<file path="src/hw/rtl/cosa_pkg.sv">
// ----------------------------------------------------------------------------
// cosa_pkg
// Shared types and constants for the cosine similarity argmax core.
// ----------------------------------------------------------------------------
package cosa_pkg;

    localparam int NUM_FIELDS   = 4;
    localparam int ELEM_W       = 16;
    localparam int IDX_W        = 8;
    localparam int DEF_VEC_DIM  = 4;
    localparam int DEF_MAX_CAND = 256;
    localparam int SQRT_STEPS   = 17;
    localparam int DIV_STEPS    = 17;
    localparam int CNT_W        = 5;

    localparam logic [2:0] CFG_DIMS = 3'd4;

    typedef enum logic [2:0] {
        ST_IDLE,
        ST_ACC,
        ST_SQI,
        ST_SQRT,
        ST_MUL,
        ST_DINIT,
        ST_DIV,
        ST_FIN
    } t_state;

    typedef struct packed {
        logic       load;
        logic       acc;
        logic [1:0] acc_sel;
        logic       sqrt_init;
        logic       sqrt_step;
        logic       mul;
        logic       div_init;
        logic       div_step;
        logic       commit;
    } t_dp_cmd;

    typedef struct packed {
        logic [2:0] n_use;
    } t_dp_stat;

endpackage

</file>
<file path="src/hw/rtl/cosa_ctrl.sv">
// ----------------------------------------------------------------------------
// cosa_ctrl
// Sequencer for accumulation, square roots, product, division and commit.
// ----------------------------------------------------------------------------
module cosa_ctrl
    import cosa_pkg::*;
(
    input  logic     i_clk,
    input  logic     i_rst_n,
    input  logic     i_in_valid,
    output logic     o_in_stall,
    output logic     o_out_valid,
    input  logic     i_out_stall,
    input  t_dp_stat i_stat,
    output t_dp_cmd  o_cmd
);

    t_state           r_state, n_state;
    logic [CNT_W-1:0] r_cnt, n_cnt;
    logic             r_out_valid, n_out_valid;

    always_ff @(posedge i_clk) begin
        if (!i_rst_n) begin
            r_state     <= ST_IDLE;
            r_cnt       <= '0;
            r_out_valid <= 1'b0;
        end else begin
            r_state     <= n_state;
            r_cnt       <= n_cnt;
            r_out_valid <= n_out_valid;
        end
    end

    always_comb begin
        n_state    = r_state;
        n_cnt      = r_cnt;
        o_cmd      = '0;
        o_in_stall = 1'b1;
        case (r_state)
            ST_IDLE: begin
                o_in_stall = 1'b0;
                n_cnt      = '0;
                if (i_in_valid) begin
                    o_cmd.load = 1'b1;
                    n_state    = (i_stat.n_use != 3'd0) ? ST_ACC : ST_SQI;
                end
            end
            ST_ACC: begin
                o_cmd.acc     = 1'b1;
                o_cmd.acc_sel = r_cnt[1:0];
                if (r_cnt == CNT_W'(i_stat.n_use - 3'd1)) begin
                    n_cnt   = '0;
                    n_state = ST_SQI;
                end else begin
                    n_cnt = r_cnt + 1'b1;
                end
            end
            ST_SQI: begin
                o_cmd.sqrt_init = 1'b1;
                n_cnt           = '0;
                n_state         = ST_SQRT;
            end
            ST_SQRT: begin
                o_cmd.sqrt_step = 1'b1;
                if (r_cnt == CNT_W'(SQRT_STEPS - 1)) begin
                    n_cnt   = '0;
                    n_state = ST_MUL;
                end else begin
                    n_cnt = r_cnt + 1'b1;
                end
            end
            ST_MUL: begin
                o_cmd.mul = 1'b1;
                n_state   = ST_DINIT;
            end
            ST_DINIT: begin
                o_cmd.div_init = 1'b1;
                n_cnt          = '0;
                n_state        = ST_DIV;
            end
            ST_DIV: begin
                o_cmd.div_step = 1'b1;
                if (r_cnt == CNT_W'(DIV_STEPS - 1)) begin
                    n_cnt   = '0;
                    n_state = ST_FIN;
                end else begin
                    n_cnt = r_cnt + 1'b1;
                end
            end
            ST_FIN: begin
                // The result register may only be overwritten once it is free.
                if (!r_out_valid || !i_out_stall) begin
                    o_cmd.commit = 1'b1;
                    n_state      = ST_IDLE;
                end
            end
            default: begin
                n_state = ST_IDLE;
            end
        endcase
    end

    always_comb begin
        n_out_valid = o_cmd.commit | (r_out_valid & i_out_stall);
    end

    assign o_out_valid = r_out_valid;

`ifndef SYNTHESIS
    a_no_overwrite: assert property (@(posedge i_clk) disable iff (!i_rst_n)
        o_cmd.commit |-> (!r_out_valid || !i_out_stall))
        else $error("result overwritten while stalled");
    a_busy_after_accept: assert property (@(posedge i_clk) disable iff (!i_rst_n)
        (i_in_valid && !o_in_stall) |=> o_in_stall)
        else $error("accepted a transaction while busy");
    a_commit_sets_valid: assert property (@(posedge i_clk) disable iff (!i_rst_n)
        o_cmd.commit |=> o_out_valid)
        else $error("commit did not raise output valid");
    a_div_cnt_range: assert property (@(posedge i_clk) disable iff (!i_rst_n)
        (r_state == ST_DIV) |-> (r_cnt < CNT_W'(DIV_STEPS)))
        else $error("division counter out of range");
`endif

endmodule

</file>
<file path="src/hw/rtl/cosa_dp.sv">
// ----------------------------------------------------------------------------
// cosa_dp
// Datapath: query registers, dot and norm accumulators, two square root
// units, root product, radix-2 divider and the running argmax.
// ----------------------------------------------------------------------------
module cosa_dp
    import cosa_pkg::*;
#(
    parameter int VEC_DIM        = DEF_VEC_DIM,
    parameter int MAX_CANDIDATES = DEF_MAX_CAND
) (
    input  logic                     i_clk,
    input  logic                     i_rst_n,
    input  logic                     i_cfg_we,
    input  logic [2:0]               i_cfg_idx,
    input  logic [ELEM_W-1:0]        i_cfg_data,
    input  logic signed [ELEM_W-1:0] i_cand_elem_0,
    input  logic signed [ELEM_W-1:0] i_cand_elem_1,
    input  logic signed [ELEM_W-1:0] i_cand_elem_2,
    input  logic signed [ELEM_W-1:0] i_cand_elem_3,
    input  logic                     i_last_candidate,
    input  t_dp_cmd                  i_cmd,
    output t_dp_stat                 o_stat,
    output logic signed [ELEM_W-1:0] o_similarity,
    output logic [IDX_W-1:0]         o_cand_index,
    output logic                     o_run_done,
    output logic [IDX_W-1:0]         o_best_index,
    output logic                     o_best_found
);

    localparam int DIM_LIM = (VEC_DIM < NUM_FIELDS) ? VEC_DIM : NUM_FIELDS;
    localparam int IDX_LIM = (MAX_CANDIDATES - 1 < 255) ? MAX_CANDIDATES - 1 : 255;
    localparam int REM_W   = 20;

    logic signed [ELEM_W-1:0] r_query [NUM_FIELDS];
    logic [2:0]               r_dims;
    logic signed [ELEM_W-1:0] r_cand [NUM_FIELDS];
    logic                     r_last;

    logic signed [33:0] r_dot;
    logic [32:0]        r_sum [2];
    logic [33:0]        r_sq_src [2];
    logic [REM_W-1:0]   r_sq_rem [2];
    logic [16:0]        r_root [2];
    logic [33:0]        r_den;
    logic [32:0]        r_rem;
    logic [16:0]        r_nbits;
    logic [16:0]        r_quo;
    logic               r_sat;
    logic               r_neg;

    logic [IDX_W-1:0]         r_run_count;
    logic signed [ELEM_W-1:0] r_best_score;
    logic [IDX_W-1:0]         r_best_pos;
    logic                     r_have_best;

    logic [2:0] dims_use;

    always_comb begin
        dims_use = (r_dims > 3'(DIM_LIM)) ? 3'(DIM_LIM) : r_dims;
    end
    assign o_stat.n_use = dims_use;

    // Configuration registers.
    always_ff @(posedge i_clk) begin
        if (!i_rst_n) begin
            for (int k = 0; k < NUM_FIELDS; k++) begin
                r_query[k] <= '0;
            end
            r_dims <= 3'd4;
        end else if (i_cfg_we) begin
            if (i_cfg_idx == CFG_DIMS) begin
                r_dims <= i_cfg_data[2:0];
            end else if (i_cfg_idx < CFG_DIMS) begin
                r_query[i_cfg_idx[1:0]] <= i_cfg_data;
            end
        end
    end

    // Element-serial accumulation.
    logic signed [ELEM_W-1:0] acc_c, acc_q;
    logic signed [31:0]       p_cq, p_cc, p_qq;

    always_comb begin
        acc_c = r_cand[i_cmd.acc_sel];
        acc_q = r_query[i_cmd.acc_sel];
        p_cq  = acc_c * acc_q;
        p_cc  = acc_c * acc_c;
        p_qq  = acc_q * acc_q;
    end

    // One digit-by-digit square root step per root.
    logic [REM_W+1:0] sq_tmp  [2];
    logic [REM_W+1:0] sq_trial[2];

    always_comb begin
        for (int k = 0; k < 2; k++) begin
            sq_tmp[k]   = {r_sq_rem[k], r_sq_src[k][33:32]};
            sq_trial[k] = (REM_W+2)'({r_root[k], 2'b01});
        end
    end

    // Divider inputs and one restoring step.
    logic [33:0] dot_abs;
    logic [32:0] mag;
    logic [33:0] div_tmp;

    always_comb begin
        dot_abs = r_dot[33] ? 34'(-r_dot) : 34'(r_dot);
        mag     = dot_abs[32:0];
        div_tmp = {r_rem, r_nbits[16]};
    end

    always_ff @(posedge i_clk) begin
        if (i_cmd.load) begin
            r_cand[0] <= i_cand_elem_0;
            r_cand[1] <= i_cand_elem_1;
            r_cand[2] <= i_cand_elem_2;
            r_cand[3] <= i_cand_elem_3;
            r_last    <= i_last_candidate;
            r_dot     <= '0;
            r_sum[0]  <= '0;
            r_sum[1]  <= '0;
        end
        if (i_cmd.acc) begin
            r_dot    <= r_dot + 34'(p_cq);
            r_sum[0] <= r_sum[0] + 33'($unsigned(p_cc));
            r_sum[1] <= r_sum[1] + 33'($unsigned(p_qq));
        end
        if (i_cmd.sqrt_init) begin
            for (int k = 0; k < 2; k++) begin
                r_sq_src[k] <= {1'b0, r_sum[k]};
                r_sq_rem[k] <= '0;
                r_root[k]   <= '0;
            end
        end
        if (i_cmd.sqrt_step) begin
            for (int k = 0; k < 2; k++) begin
                r_sq_src[k] <= {r_sq_src[k][31:0], 2'b00};
                if (sq_tmp[k] >= sq_trial[k]) begin
                    r_sq_rem[k] <= REM_W'(sq_tmp[k] - sq_trial[k]);
                    r_root[k]   <= {r_root[k][15:0], 1'b1};
                end else begin
                    r_sq_rem[k] <= REM_W'(sq_tmp[k]);
                    r_root[k]   <= {r_root[k][15:0], 1'b0};
                end
            end
        end
        if (i_cmd.mul) begin
            r_den <= 34'(r_root[0] * r_root[1]);
        end
        if (i_cmd.div_init) begin
            // The quotient reaches 2^17 exactly when mag >= 4 * den.
            r_sat   <= {2'b00, mag} >= {r_den[32:0], 2'b00};
            r_neg   <= r_dot[33];
            r_rem   <= {2'b00, mag[32:2]};
            r_nbits <= {mag[1:0], 15'd0};
            r_quo   <= '0;
        end
        if (i_cmd.div_step) begin
            r_nbits <= {r_nbits[15:0], 1'b0};
            if (div_tmp >= r_den) begin
                r_rem <= 33'(div_tmp - r_den);
                r_quo <= {r_quo[15:0], 1'b1};
            end else begin
                r_rem <= div_tmp[32:0];
                r_quo <= {r_quo[15:0], 1'b0};
            end
        end
    end

    // Final similarity and argmax update.
    logic signed [ELEM_W-1:0] sim;
    logic                     better;
    logic                     have_nxt;
    logic [IDX_W-1:0]         pos_nxt;

    always_comb begin
        if (r_root[0] == '0 || r_root[1] == '0) begin
            sim = '0;
        end else if (r_neg) begin
            if (r_sat || r_quo > 17'd32768) begin
                sim = 16'sh8000;
            end else begin
                sim = 16'(-r_quo);
            end
        end else begin
            if (r_sat || r_quo > 17'd32767) begin
                sim = 16'sh7fff;
            end else begin
                sim = r_quo[15:0];
            end
        end
        better   = sim > r_best_score;
        have_nxt = r_have_best | better;
        pos_nxt  = better ? r_run_count : r_best_pos;
    end

    always_ff @(posedge i_clk) begin
        if (!i_rst_n) begin
            r_run_count  <= '0;
            r_best_score <= 16'sh8000;
            r_best_pos   <= '0;
            r_have_best  <= 1'b0;
        end else if (i_cmd.commit) begin
            if (r_last) begin
                r_run_count  <= '0;
                r_best_score <= 16'sh8000;
                r_best_pos   <= '0;
                r_have_best  <= 1'b0;
            end else begin
                if (r_run_count < IDX_W'(IDX_LIM)) begin
                    r_run_count <= r_run_count + 1'b1;
                end
                if (better) begin
                    r_best_score <= sim;
                    r_best_pos   <= r_run_count;
                    r_have_best  <= 1'b1;
                end
            end
        end
    end

    always_ff @(posedge i_clk) begin
        if (i_cmd.commit) begin
            o_similarity <= sim;
            o_cand_index <= r_run_count;
            o_run_done   <= r_last;
            o_best_index <= have_nxt ? pos_nxt : '0;
            o_best_found <= have_nxt;
        end
    end

endmodule

</file>
<file path="src/hw/rtl/cosine_similarity_argmax_core.sv">
// ----------------------------------------------------------------------------
// cosine_similarity_argmax_core
// Cosine similarity of candidate vectors against a stored query, with a
// running argmax over each run of candidates.
// ----------------------------------------------------------------------------
// Usage: write the query elements (indexes 0 to 3) and the dimension count
// (index 4) through the configuration port while the core is idle. Each
// input transaction carries one candidate vector and a last flag; each one
// produces exactly one output transaction with its similarity, its index in
// the run and the best index found so far in the run.
// Flow: accumulation runs over the dimension count clamped to VEC_DIM and
// four. Two square root units and a restoring divider then each produce a
// 17-bit result, one bit per cycle. One candidate is processed at a time;
// o_in_stall is high while it is in flight, so a new candidate is taken
// only after the previous one has been committed.
// The result sits in an output register, so the next candidate is taken
// while a result still waits. If the receiver keeps i_out_stall high, the
// following candidate finishes and then holds until the register frees up.
// Reset clears the query to zero, the dimension count to four and the run
// state; the core is ready to accept a candidate once reset is released.
// ----------------------------------------------------------------------------
module cosine_similarity_argmax_core
    import cosa_pkg::*;
#(
    parameter int VEC_DIM        = DEF_VEC_DIM,
    parameter int MAX_CANDIDATES = DEF_MAX_CAND
) (
    input  logic                     i_clk,
    input  logic                     i_rst_n,
    input  logic                     i_cfg_we,
    input  logic [2:0]               i_cfg_idx,
    input  logic [ELEM_W-1:0]        i_cfg_data,
    input  logic                     i_in_valid,
    output logic                     o_in_stall,
    input  logic signed [ELEM_W-1:0] i_cand_elem_0,
    input  logic signed [ELEM_W-1:0] i_cand_elem_1,
    input  logic signed [ELEM_W-1:0] i_cand_elem_2,
    input  logic signed [ELEM_W-1:0] i_cand_elem_3,
    input  logic                     i_last_candidate,
    output logic                     o_out_valid,
    input  logic                     i_out_stall,
    output logic signed [ELEM_W-1:0] o_similarity,
    output logic [IDX_W-1:0]         o_cand_index,
    output logic                     o_run_done,
    output logic [IDX_W-1:0]         o_best_index,
    output logic                     o_best_found
);

    t_dp_cmd  cmd;
    t_dp_stat stat;

    cosa_ctrl u_ctrl (
        .i_clk       (i_clk),
        .i_rst_n     (i_rst_n),
        .i_in_valid  (i_in_valid),
        .o_in_stall  (o_in_stall),
        .o_out_valid (o_out_valid),
        .i_out_stall (i_out_stall),
        .i_stat      (stat),
        .o_cmd       (cmd)
    );

    cosa_dp #(
        .VEC_DIM        (VEC_DIM),
        .MAX_CANDIDATES (MAX_CANDIDATES)
    ) u_dp (
        .i_clk            (i_clk),
        .i_rst_n          (i_rst_n),
        .i_cfg_we         (i_cfg_we),
        .i_cfg_idx        (i_cfg_idx),
        .i_cfg_data       (i_cfg_data),
        .i_cand_elem_0    (i_cand_elem_0),
        .i_cand_elem_1    (i_cand_elem_1),
        .i_cand_elem_2    (i_cand_elem_2),
        .i_cand_elem_3    (i_cand_elem_3),
        .i_last_candidate (i_last_candidate),
        .i_cmd            (cmd),
        .o_stat           (stat),
        .o_similarity     (o_similarity),
        .o_cand_index     (o_cand_index),
        .o_run_done       (o_run_done),
        .o_best_index     (o_best_index),
        .o_best_found     (o_best_found)
    );

endmodule

</file>
<file path="config.mk">
export PLATFORM = sky130hd
export DESIGN_NAME = cosine_similarity_argmax_core
export DESIGN_NICKNAME = d
export VERILOG_FILES = /design/src/hw/rtl/cosa_pkg.sv /design/src/hw/rtl/cosa_ctrl.sv /design/src/hw/rtl/cosa_dp.sv /design/src/hw/rtl/cosine_similarity_argmax_core.sv
export SDC_FILE = /design/constraint.sdc
export NUM_CORES = 2
export LEC_CHECK = 0
export ABC_CLOCK_PERIOD_IN_PS = 25400
export BUFFER_PORTS_ARGS = -buffer_cell sky130_fd_sc_hd__buf_4
export CAP_MARGIN = 20
export CORE_ASPECT_RATIO = 1.75
export CORE_MARGIN = 3
export CORE_UTILIZATION = 50
export DETAILED_ROUTE_END_ITERATION = 12
export MAX_ROUTING_LAYER = met4
export PLACE_DENSITY = 0.64
export SYNTH_ARGS = -nofsm -noshare
export SYNTH_HDL_FRONTEND = slang
export SYNTH_SLANG_ARGS = --single-unit
</file>
<file path="constraint.sdc">
create_clock -name i_clk -period 25.4 [get_ports i_clk]
set_clock_uncertainty 0.15 [all_clocks]
set_input_delay 3.81 -clock i_clk [delete_from_list [all_inputs] [get_ports i_clk]]
set_output_delay 3.81 -clock i_clk [all_outputs]
set_load 0.01 [all_outputs]
</file>
==> flow_summary.toml <==
[logic_synthesis]
ys_ff_latch = 538
synth_fp_nets = 8654
synth_edf_count = 492
syn_inst = 6982
ys_types = 75
synth_area_sq_mm = 0.0669
ys.flop_type = "edfxtp_1"
ys_seq_area_frac = 0.235
syn_avg_cell_area_sq_um = 9.58
async_flop_share = 0
ys_warn_count = 0

[critical_path]
critical_path_buf_inv_count = 10
slowest_delay_ps = 850
crit_slowest_cell = "dfxtp_1"
critical_path_class = "register to register"
crit_path_start_kind = "register"
cp_top_family = "adder cells"
worstPathArrival_ps = 11780
timing.rr.end = "u_dp.r_sum[0][65]$_SDFFCE_PP0P_"
crit-reg2reg-launch = "u_ctrl.r_state[2]$_SDFFE_PN0P_"
reg2reg_depth = 38
r2r_setup_slack_ps = 13900
crit_required_ps = 25680
path_max_fanout = 27
endpoint_kind = "register"

[placement]
routabilityCongestion = 0.982
port_buffers = 124
dp.cells = 8628
dp_hpwl_microns = 145000
place_area_sq_mm = 0.0697

[global_routing]
overflow = 0
grt_usage = 0.277
antenna_found_initial = 3
grt_pass1_wl_microns = 287000
grt_max_degree = 68
grt_pass1_vias = 52791

[routing]
avgRoutedWirePerCell_microns = 20.7
vias = 48564
via_per_inst = 5.56
ant_nets = 0
drc = 0
dr.pass1.iters = 8
dr.first_iter.drc_count = 2619
drt-total-wl_microns = 181000

[layout]
n_fill_cell = 11972
final_common_cell = "inv_1"
synthToLayoutAreaGrowth_pct = 7.24
stdcell_count = 8734
final_cell_mix = "inv_1 (1358), fa_1 (1002), nand2_1 (851)"
final_area_sq_mm = 0.0717
fin_nets = 8668
drive_gt1_frac = 0.0540

[clock_tree]
cts_tree = "yes"
cts_root_buffer = "clkbuf_16"
insertion_delay_ps = 690
cts.repair.resized = 0
cts.sinks = 538
cts_buffers = 56
cts_setup_buffers = 0
htreeDepth = 2
path_clk_slew_ps = 70
ctsLongestPathBuffers = 3
ctsHoldBuffers = 0

[min_path]
hold_path_end = "u_dp.r_best_pos[3]$_SDFFE_PN0P_"
hp-start = "u_dp.r_best_pos[3]$_SDFFE_PN0P_"
hold_path.class = "register to register"
hold_depth = 1

[flow_run]
cap_violations = 0

[status]
outcome = "complete, no violations"

[floorplan]
core_sq_mm = 0.132
die_w_microns = 282
io_pins = 125
design.die.area_sq_mm = 0.138
fp.dieH_microns = 490
fp-row-count = 176
initial_core_util = 0.506

[timing]
rsz0062_at_grt = "no"
min_period_over_period = 0.453
relSlewSlack = 0.282
final_max_slew_viol_count = 0
setup_violations = 0
whs_ps = 329
tightest_slew_ps = 1060
fin_setup_tns_ps = 0
max_freq_ghz = 0.0870
period_needed_ps = 11500
hold_viol = 0
[cell usage after synthesis (all sizes together), types with 28 or more instances]
| cell | count | share of area |
|---|---|---|
| a21o | 144 | 0.016 |
| a21oi | 272 | 0.020 |
| a31oi | 29 | 0.0027 |
| and2 | 28 | 0.0026 |
| and3 | 35 | 0.0033 |
| buf | 28 | 0.0016 |
| clkbuf | 213 | 0.012 |
| dfxtp | 46 | 0.014 |
| edfxtp | 492 | 0.22 |
| fa | 1002 | 0.30 |
| ha | 581 | 0.11 |
| inv | 1363 | 0.076 |
| mux2i | 122 | 0.018 |
| nand2 | 853 | 0.048 |
| nand2b | 38 | 0.0036 |
| nand3 | 52 | 0.0039 |
| nand4 | 42 | 0.0039 |
| nor2 | 732 | 0.041 |
| nor2b | 31 | 0.0029 |
| nor3 | 55 | 0.0041 |
| nor4 | 28 | 0.0026 |
| o21a | 36 | 0.0040 |
| o21ai | 138 | 0.010 |
| or3 | 30 | 0.0030 |
| xnor2 | 205 | 0.027 |
| xor2 | 80 | 0.010 |
[worst max-delay path by stage]
stage | start | end | cells after the start
6_report | u_ctrl.r_state[2]$_SDFFE_PN0P_ | u_dp.r_sum[0][65]$_SDFFCE_PP0P_ | 38
5_1_grt | u_ctrl.r_state[2]$_SDFFE_PN0P_ | u_dp.r_sum[0][65]$_SDFFCE_PP0P_ | 38
4_1_cts | u_ctrl.r_state[2]$_SDFFE_PN0P_ | u_dp.r_sum[0][65]$_SDFFCE_PP0P_ | 38
3_5_place_dp | u_ctrl.r_state[2]$_SDFFE_PN0P_ | u_dp.r_sum[0][65]$_SDFFCE_PP0P_ | 38
3_3_place_gp | u_ctrl.r_state[1]$_SDFFE_PN0P_ | u_dp.r_sum[0][32]$_SDFFCE_PP0P_ | 34
2_1_floorplan | u_ctrl.r_state[1]$_SDFFE_PN0P_ | u_dp.r_sum[0][65]$_SDFFCE_PP0P_ | 38
[registers in the layout, summed over array words and instances, names as in the netlist, 16 cells and up]
register / flops
u_dp.r_sq_src: 68
u_dp.r_sum: 66
u_dp.r_cand: 64
u_dp.r_query: 64
u_dp.r_sq_rem: 40
u_dp.r_den: 34
u_dp.r_dot: 34
u_dp.r_root: 34
u_dp.r_rem: 33
u_dp.r_quo: 17
u_dp.o_similarity: 16
u_dp.r_best_score: 16
[per-stage QoR]
step                      worst slack, ps  utilization
after floorplan                     15630            -
after global placement              14100        0.528
after detailed placement            13930        0.528
after CTS                           13910        0.543
after global routing                13200        0.543
final                               13900        0.543
[cell type report]
cell class | instances | area [sq um] | share of cell area
clock inverter | 35 | 490 | 0.00684
timing repair buffer | 197 | 1480 | 0.0206
multi-input combinational | 4832 | 45300 | 0.631
inverter | 1371 | 5150 | 0.0718
clock buffer | 69 | 1500 | 0.0209
tap | 1691 | 2120 | 0.0295
antenna | 1 | 2.50 | 0.0000349
sequential | 538 | 15700 | 0.219
[per-layer routing]
| layer | part of all wire | vias up | GRT usage |
|---|---|---|---|
| li1 | - | 22260 | - |
| met2 | 0.54 | 1323 | 0.507 |
| met5 | 0 | - | - |
| met3 | 0.039 | 646 | 0.0277 |
| met4 | 0.078 | 0 | 0.175 |
| met1 | 0.34 | 24335 | 0.280 |
[cell families (layout without fill, tap and decap cells)]
logic type,Yosys count,after routing,share of synthesized area
AND/OR/NAND/NOR,1978,1978,0.125
flip-flops,538,538,0.235
buffers and inverters,1612,1672,0.0905
AO/OA/AOI/OAI,844,844,0.0820
multiplexers,142,142,0.0216
adder cells (fa/ha/maj),1583,1583,0.409
other,0,1,0
XOR/XNOR,285,285,0.0373
Power is left out: the tool's default activity adds up to more than one toggle a clock period on the data nets, which glitch-free logic cannot reach.
